[config.mk]
export PLATFORM = sky130hd
export DESIGN_NAME = adpcm_packet_decoder
export DESIGN_NICKNAME = d
export VERILOG_FILES = /design/src/sv/adpd_pkg.sv /design/src/sv/adpd_predict.sv /design/src/sv/adpcm_packet_decoder.sv
export SDC_FILE = /design/constraint.sdc
export NUM_CORES = 2
export LEC_CHECK = 0
export BUFFER_PORTS_ARGS = -buffer_cell sky130_fd_sc_hd__buf_2
export CAP_MARGIN = 5
export CORE_MARGIN = 5
export CORE_UTILIZATION = 55
export DETAILED_ROUTE_END_ITERATION = 10
export PLACE_DENSITY = 0.79
export REMOVE_ABC_BUFFERS = 1
export SKIP_LAST_GASP = 1
export SYNTH_ARGS = -nofsm -noshare
export SYNTH_HDL_FRONTEND = slang
export SYNTH_HIERARCHICAL = 1
export SYNTH_SLANG_ARGS = --single-unit
[constraint.sdc]
create_clock -name aclk -period 12.75 [get_ports aclk]
set_clock_uncertainty 0.05 [all_clocks]
set_input_delay 1.9125 -clock aclk [delete_from_list [all_inputs] [get_ports aclk]]
set_output_delay 1.9125 -clock aclk [all_outputs]
set_load 0.02 [all_outputs]
[src/sv/adpd_pkg.sv]
// ----------------------------------------------------------------------------
// adpd_pkg: shared types and constants for the ADPCM packet decoder
// Widths of the stream fields, the coefficient bank size, and the operand
// bundle that the top level hands to the sample predictor.
// ----------------------------------------------------------------------------
package adpd_pkg;

    localparam int unsigned COEF_COUNT              = 8;
    localparam int unsigned COEF_ADDR_W             = 3;
    localparam int unsigned CFG_DATA_W              = 32;
    localparam int unsigned PCM_W                   = 16;
    localparam int unsigned RUN_W                   = 16;
    localparam int unsigned BYTE_W                  = 8;
    localparam int unsigned NIB_W                   = 4;
    localparam int unsigned SCALE_W                 = 4;
    localparam int unsigned PRED_W                  = 3;
    localparam int unsigned POS_W                   = 3;
    localparam int unsigned COEF_SHIFT              = 11;
    localparam int unsigned DEFAULT_MAX_RUN_SAMPLES = 65535;

    // Nibbles of the held data byte that still have to be decoded.
    typedef enum logic [1:0] {
        PEND_NONE,
        PEND_LOW,
        PEND_BOTH
    } pend_t;

    typedef struct packed {
        logic signed [PCM_W-1:0] coef_newest;
        logic signed [PCM_W-1:0] coef_older;
        logic signed [PCM_W-1:0] newest;
        logic signed [PCM_W-1:0] older;
        logic        [NIB_W-1:0] nibble;
        logic        [SCALE_W-1:0] scale;
    } predict_in_t;

endpackage

[src/sv/adpd_predict.sv]
// ----------------------------------------------------------------------------
// adpd_predict: one ADPCM sample
// Second-order prediction from the two history samples, floor shift by the
// coefficient fraction, plus the scaled nibble, saturated to 16 bits.
// ----------------------------------------------------------------------------
module adpd_predict
    import adpd_pkg::*;
(
    input  predict_in_t             pin,
    output logic signed [PCM_W-1:0] sample
);

    localparam int unsigned PROD_W = 2 * PCM_W;
    localparam int unsigned SUM_W  = PROD_W + 1;
    localparam int unsigned PRED_SUM_W = SUM_W - COEF_SHIFT;
    localparam int unsigned STEP_W = NIB_W + (1 << SCALE_W) - 1;
    localparam int unsigned TOT_W  = PRED_SUM_W + 1;

    logic signed [PROD_W-1:0]     prod_newest;
    logic signed [PROD_W-1:0]     prod_older;
    logic signed [SUM_W-1:0]      prod_sum;
    logic signed [PRED_SUM_W-1:0] pred;
    logic signed [STEP_W-1:0]     step;
    logic signed [TOT_W-1:0]      total;

    always_comb begin
        prod_newest = pin.coef_newest * pin.newest;
        prod_older  = pin.coef_older * pin.older;
        prod_sum    = SUM_W'(prod_newest) + SUM_W'(prod_older);
        // Dropping the low bits of a two's complement value is a floor shift.
        pred        = prod_sum[SUM_W-1:COEF_SHIFT];
        step        = STEP_W'($signed(pin.nibble)) <<< pin.scale;
        total       = TOT_W'(pred) + TOT_W'(step);
        if (total[TOT_W-1:PCM_W-1] == '0 || total[TOT_W-1:PCM_W-1] == '1) begin
            sample = total[PCM_W-1:0];
        end else if (total[TOT_W-1]) begin
            sample = {1'b1, {(PCM_W-1){1'b0}}};
        end else begin
            sample = {1'b0, {(PCM_W-1){1'b1}}};
        end
    end

endmodule

[src/sv/adpcm_packet_decoder.sv]
// ----------------------------------------------------------------------------
// adpcm_packet_decoder: single-channel 4-bit ADPCM packet decoder
// Parses header bytes, decodes two nibbles per data byte into saturated
// 16-bit PCM samples and stops after the loaded sample count of a run.
// ----------------------------------------------------------------------------
//  channel  dir  payload                                         handshake
//  s_       in   tdata: byte, start_newest, start_older, count   tvalid/tready
//                tuser: run_start
//  m_       out  tdata: pcm_sample, tlast: run_done              tvalid/tready
//  cfg_     in   coefficient pair per predictor                  cfg_wr_en only
//
//  A data byte is held until each sample it produces is issued; a header or
//  ignored byte is not held. The loop through the history registers and the
//  predictor sets one sample per cycle while the output is not stalled. The
//  next byte is taken in the cycle its predecessor's last sample moves into
//  the output register, except when a run ends on a high nibble, where it is
//  taken in the cycle after. Synchronous reset clears coefficients and all
//  state but the held byte, tdata and tlast. A stall holds pending nibbles.
// ----------------------------------------------------------------------------
module adpcm_packet_decoder
    import adpd_pkg::*;
#(
    parameter int unsigned MAX_RUN_SAMPLES = DEFAULT_MAX_RUN_SAMPLES
) (
    input  logic                   aclk,
    input  logic                   aresetn,
    input  logic                   s_tvalid,
    output logic                   s_tready,
    // [7:0] data_byte, [23:8] start_newest, [39:24] start_older,
    // [55:40] run_samples
    input  logic [55:0]            s_tdata,
    // [0] run_start
    input  logic                   s_tuser,
    output logic                   m_tvalid,
    input  logic                   m_tready,
    // [15:0] pcm_sample
    output logic [15:0]            m_tdata,
    output logic                   m_tlast,
    input  logic                   cfg_wr_en,
    input  logic [COEF_ADDR_W-1:0] cfg_addr,
    input  logic [CFG_DATA_W-1:0]  cfg_wr_data
);

    localparam int unsigned CNT_W = $clog2(MAX_RUN_SAMPLES + 1);
    localparam int unsigned CMP_W = (CNT_W > RUN_W) ? CNT_W : RUN_W;

    logic [CFG_DATA_W-1:0] coef_reg [COEF_COUNT];

    pend_t                   pend_reg, pend_next;
    logic [BYTE_W-1:0]       data_reg, data_next;
    logic [POS_W-1:0]        pos_reg, pos_next;
    logic [PRED_W-1:0]       pred_reg, pred_next;
    logic [SCALE_W-1:0]      scale_reg, scale_next;
    logic signed [PCM_W-1:0] newest_reg, newest_next;
    logic signed [PCM_W-1:0] older_reg, older_next;
    logic [CNT_W-1:0]        remain_reg, remain_next;
    logic                    m_tvalid_reg;
    logic [PCM_W-1:0]        m_tdata_reg;
    logic                    m_tlast_reg;

    logic [BYTE_W-1:0]       in_byte;
    logic signed [PCM_W-1:0] in_newest;
    logic signed [PCM_W-1:0] in_older;
    logic [RUN_W-1:0]        in_count;
    logic [CMP_W-1:0]        count_ext;
    logic [CNT_W-1:0]        count_load;
    logic [CNT_W-1:0]        remain_dec;
    logic [CNT_W-1:0]        eff_remain;
    logic [POS_W-1:0]        eff_pos;
    logic                    fire;
    logic                    accept;
    predict_in_t             pin;
    logic signed [PCM_W-1:0] sample;

    assign in_byte   = s_tdata[7:0];
    assign in_newest = s_tdata[23:8];
    assign in_older  = s_tdata[39:24];
    assign in_count  = s_tdata[55:40];
    assign count_ext = CMP_W'(in_count);
    assign count_load = (count_ext > CMP_W'(MAX_RUN_SAMPLES)) ?
                        CNT_W'(MAX_RUN_SAMPLES) : CNT_W'(count_ext);

    // A sample is produced whenever a nibble is pending and the output
    // register is free or being emptied in this cycle.
    assign fire       = (pend_reg != PEND_NONE) && (!m_tvalid_reg || m_tready);
    assign s_tready   = (pend_reg == PEND_NONE) || ((pend_reg == PEND_LOW) && fire);
    assign accept     = s_tvalid && s_tready;
    assign remain_dec = remain_reg - CNT_W'(1);

    assign pin.coef_newest = coef_reg[pred_reg][31:16];
    assign pin.coef_older  = coef_reg[pred_reg][15:0];
    assign pin.newest      = newest_reg;
    assign pin.older       = older_reg;
    assign pin.nibble      = (pend_reg == PEND_BOTH) ? data_reg[7:4] : data_reg[3:0];
    assign pin.scale       = scale_reg;

    adpd_predict u_predict (
        .pin    (pin),
        .sample (sample)
    );

    always_ff @(posedge aclk) begin
        if (!aresetn) begin
            for (int i = 0; i < COEF_COUNT; i++) begin
                coef_reg[i] <= '0;
            end
        end else if (cfg_wr_en) begin
            coef_reg[cfg_addr] <= cfg_wr_data;
        end
    end

    always_comb begin
        pend_next   = pend_reg;
        data_next   = data_reg;
        pos_next    = pos_reg;
        pred_next   = pred_reg;
        scale_next  = scale_reg;
        newest_next = newest_reg;
        older_next  = older_reg;
        remain_next = remain_reg;
        eff_remain  = remain_reg;
        eff_pos     = pos_reg;

        if (fire) begin
            older_next  = newest_reg;
            newest_next = sample;
            remain_next = remain_dec;
            eff_remain  = remain_dec;
            unique case (pend_reg)
                PEND_BOTH: pend_next = (remain_dec == '0) ? PEND_NONE : PEND_LOW;
                PEND_LOW:  pend_next = PEND_NONE;
                default:   pend_next = PEND_NONE;
            endcase
        end

        if (accept) begin
            if (s_tuser) begin
                newest_next = in_newest;
                older_next  = in_older;
                remain_next = count_load;
                pos_next    = '0;
                eff_remain  = count_load;
                eff_pos     = '0;
            end
            // With no run active the byte is dropped without a trace.
            if (eff_remain != '0) begin
                if (eff_pos == '0) begin
                    pred_next  = in_byte[6:4];
                    scale_next = in_byte[3:0];
                    pos_next   = POS_W'(1);
                end else begin
                    data_next = in_byte;
                    pend_next = PEND_BOTH;
                    pos_next  = eff_pos + POS_W'(1);
                end
            end
        end
    end

    always_ff @(posedge aclk) begin
        if (!aresetn) begin
            pend_reg   <= PEND_NONE;
            pos_reg    <= '0;
            pred_reg   <= '0;
            scale_reg  <= '0;
            newest_reg <= '0;
            older_reg  <= '0;
            remain_reg <= '0;
        end else begin
            pend_reg   <= pend_next;
            pos_reg    <= pos_next;
            pred_reg   <= pred_next;
            scale_reg  <= scale_next;
            newest_reg <= newest_next;
            older_reg  <= older_next;
            remain_reg <= remain_next;
        end
    end

    always_ff @(posedge aclk) begin
        data_reg <= data_next;
    end

    always_ff @(posedge aclk) begin
        if (!aresetn) begin
            m_tvalid_reg <= 1'b0;
        end else if (fire) begin
            m_tvalid_reg <= 1'b1;
        end else if (m_tready) begin
            m_tvalid_reg <= 1'b0;
        end
    end

    always_ff @(posedge aclk) begin
        if (fire) begin
            m_tdata_reg <= sample;
            m_tlast_reg <= (remain_reg == CNT_W'(1));
        end
    end

    assign m_tvalid = m_tvalid_reg;
    assign m_tdata  = m_tdata_reg;
    assign m_tlast  = m_tlast_reg;

    // A pending nibble always has a sample left to produce.
    a_pend_has_count: assert property (@(posedge aclk) disable iff (!aresetn)
        (pend_reg != PEND_NONE) |-> (remain_reg != '0))
        else $error("nibble pending with no samples remaining");

    // The held byte is never overwritten while both nibbles are outstanding.
    a_no_accept_both: assert property (@(posedge aclk) disable iff (!aresetn)
        (pend_reg == PEND_BOTH) |-> !s_tready)
        else $error("input taken while a data byte is still undecoded");

    // The final sample of a run leaves nothing pending unless a new byte came in.
    a_last_clears: assert property (@(posedge aclk) disable iff (!aresetn)
        (fire && (remain_reg == CNT_W'(1)) && !accept) |=> (pend_reg == PEND_NONE))
        else $error("nibble still pending after the final sample of a run");

    // A sample marked as the end of a run empties the count unless a new run starts with it.
    a_done_count: assert property (@(posedge aclk) disable iff (!aresetn)
        (fire && (remain_reg == CNT_W'(1)) && !(accept && s_tuser))
            |=> (remain_reg == '0))
        else $error("count not exhausted after the final sample");

endmodule
==> flow_metrics.tcl <==
set metrics [dict create \
    unrepaired_setup_endpoints_after_global_routing "false" \
    worst_hold_startpoint "pred_reg[2]" \
    setup_tns_ns 0 \
    ys_seq_elements 345 \
    arrival_ns 12.30 \
    design.core.area_um2 66900 \
    finalCriticalPeriod_ns 11.91 \
    synth_top_area_share_pct 31.6 \
    die_height_um 269 \
    post_synth_edffs 281 \
    globalRoute.totalOverflow 0 \
    synth_common_cells "sky130_fd_sc_hd__inv_1, sky130_fd_sc_hd__fa_1, sky130_fd_sc_hd__and2_1, sky130_fd_sc_hd__nand2_1, sky130_fd_sc_hd__edfxtp_1" \
    post_route_cells_drive_above_1_share_pct 9.90 \
    ctsRootBufferMaster "sky130_fd_sc_hd__clkbuf_16" \
    mapped_cells 3470 \
    cts_hold_buf 0 \
    most_used_standard_cell_by_instance_count_after_synthesis "sky130_fd_sc_hd__inv_1" \
    yosysTopAreaCell "sky130_fd_sc_hd__fa_1" \
    track_usage_pct 25.3 \
    cpPeakStageDelay_ns 0.85 \
    syn-mean-instance-area_um2 10.7 \
    synthesis.area_um2 37000 \
    tritoncts_clock_tree "yes" \
    cpMostUsedCell "sky130_fd_sc_hd__fa_1" \
    worstPathRequired_ns 13.14 \
    synthTopCellsByArea "sky130_fd_sc_hd__fa_1, sky130_fd_sc_hd__edfxtp_1, sky130_fd_sc_hd__and2_1" \
    cts_repair_resize_count 0 \
    synth-warning-count 6 \
    die_area_um2 72600 \
    relative_area_change_from_synthesis_to_final_layout_pct 7.15 \
    total_number_of_vias 24600 \
    finish.net_count 4350 \
    clk_pin_slew_worst_paths_ns 0.06 \
    setup_viol 0 \
    critical-path-top-delay-family "adder cells" \
    antenna_found_initial 3 \
    hold_class "reg2reg" \
    timing.critical_path.to_type "flip-flop" \
    wire_length_of_the_first_global_routing_pass_mm 146 \
    pre_cts_ws_ns 1.05 \
    ctsHtreeMaxLevel 2 \
    synth_top_flop_cell "sky130_fd_sc_hd__edfxtp_1" \
    largest_reg_flops 256 \
    report.final.slew_viol_count 0 \
    post-cts-setup-buffer-count 0 \
    drt_iter0_drc 1958 \
    chipWidth_um 269 \
    io_pins 116 \
    clock-sinks 345 \
    dp_hpwl_mm 68.4 \
    final_min_period_over_clock_period_pct 93.4 \
    asyncSetResetFlopFracSynth_pct 0 \
    start_util_pct 55.3 \
    detail_route.first_pass.iterations 6 \
    relSlewSlack_pct 24.1 \
    post_drt_via_cell_ratio 5.59 \
    max_cap_viol_count 0 \
    worst-setup-path-type "reg2reg" \
    worstMarginPinSlew_ns 1.14 \
    antenna_violation_net_count_after_detailed_routing 0 \
    grt_max_degree 65 \
    critical_path.startpoint_type "flip-flop" \
    synth.distinct_cells 80 \
    cts-buffers-inserted 38 \
    route.detailed.wl_per_inst_um 20.6 \
    num_rows 95 \
    detail_route.wirelength_mm 90.7 \
    drcViolationCount 0 \
    synth.yosys.seq_area_share_pct 26.3 \
    clock.fmax_mhz 83.9 \
    cts-root-to-sink-buffers 3 \
    globalplace.congestion 0.919 \
    grt_pass1_vias 26400 \
    clk-insertion-delay-late_ns 0.58 \
    critical_path_buf_inv_count 8 \
    cp_max_fo 28 \
    numPortBuffers 115 \
    status "complete, no violations" \
    slowest_stage "sky130_fd_sc_hd__dfxtp_2" \
    finalWorstSetupSlack_ns 0.838 \
    finalHoldViolCount 0 \
]
## worst paths after layout
path / to / slack [ns] / cells past startpoint
worst max register to register: newest_reg[3] / 0.84 / 41
worst min-delay path: flip-flop / 0.41 / 2
worst min register to register: flip-flop / 0.41 / 2
worst max-delay path: newest_reg[3] / 0.84 / 41
## layout by cell type, fill, tap and decap left out, types with 7 or more instances in the layout
cell type                     n
sky130_fd_sc_hd__a211oi_1     9
sky130_fd_sc_hd__a21o_1      11
sky130_fd_sc_hd__a21oi_1     39
sky130_fd_sc_hd__a31oi_1      9
sky130_fd_sc_hd__and2_1     512
sky130_fd_sc_hd__buf_2      114
sky130_fd_sc_hd__buf_4       29
sky130_fd_sc_hd__clkbuf_1    12
sky130_fd_sc_hd__clkbuf_16   39
sky130_fd_sc_hd__dfxtp_1     61
sky130_fd_sc_hd__edfxtp_1   281
sky130_fd_sc_hd__fa_1       584
sky130_fd_sc_hd__ha_1       173
sky130_fd_sc_hd__inv_1      683
sky130_fd_sc_hd__mux2_2      38
sky130_fd_sc_hd__mux2i_1     16
sky130_fd_sc_hd__mux4_2      65
sky130_fd_sc_hd__nand2_1    360
sky130_fd_sc_hd__nand2b_1    18
sky130_fd_sc_hd__nand3_1     52
sky130_fd_sc_hd__nand4_1     14
sky130_fd_sc_hd__nor2_1      64
sky130_fd_sc_hd__nor3_1      17
sky130_fd_sc_hd__nor4_1       7
sky130_fd_sc_hd__o211a_1     46
sky130_fd_sc_hd__o211ai_1     9
sky130_fd_sc_hd__o21ai_0     27
sky130_fd_sc_hd__o21ai_1     10
sky130_fd_sc_hd__o21ai_2     10
sky130_fd_sc_hd__or3_1        7
sky130_fd_sc_hd__xnor2_1     43
sky130_fd_sc_hd__xor2_1      27
## metrics by stage
step	hold WS, ns	instances	area, µm²	util [%]
final	0.412	4399	39700	59.3
after global routing	0.436	4398	39700	59.3
after CTS	0.411	4397	39600	59.2
after detailed placement	0.405	4329	38400	57.4
after global placement	0.400	4329	38400	57.4
after floorplan	0.392	3313	36400	-
## metal layers
layer  global-route usage (%)  share of wire, %
met5                        0             0.014
met4                     6.68               2.7
met3                     4.47               8.2
met2                     41.6                48
met1                     35.3                41
## cell families (layout without fill, tap and decap cells)
kind of cell               after synthesis  after routing  synth area share, %
and+or+nand+nor                       1109           1109                 15.8
DFF                                    345            345                 26.3
buffers and inverters                  841            895                 8.68
other                                    0              2                    0
AOI/OAI and AO/OA                      229            229                 4.60
muxes                                  119            119                 5.54
adders and majority gates              757            757                 37.4
xor gates and xnor gates                70             70                 1.66
## worst register-to-register path: cells and delay by family (launching register included)
kind	cells	cell delay, ns
AOI/OAI and AO/OA	13	3.37
DFF	1	0.85
adders and majority gates	10	4.43
and+or+nand+nor	7	1.28
xor gates and xnor gates	1	0.17
muxes	2	0.73
buffers and inverters	8	0.89
## final cells by class
cell class | count | area (µm²)
Clock buffer | 51 | 1020
Antenna cell | 2 | 5.00
Sequential cell | 345 | 9730
Timing Repair Buffer | 143 | 788
Fill cell | 5262 | 27300
Clock inverter | 17 | 233
Inverter | 684 | 2570
Tap cell | 873 | 1090
Multi-Input combinational cell | 2284 | 24200
Power is not shown: default switching activity piles up to over one toggle a cycle in this logic, so the estimate is an artifact.
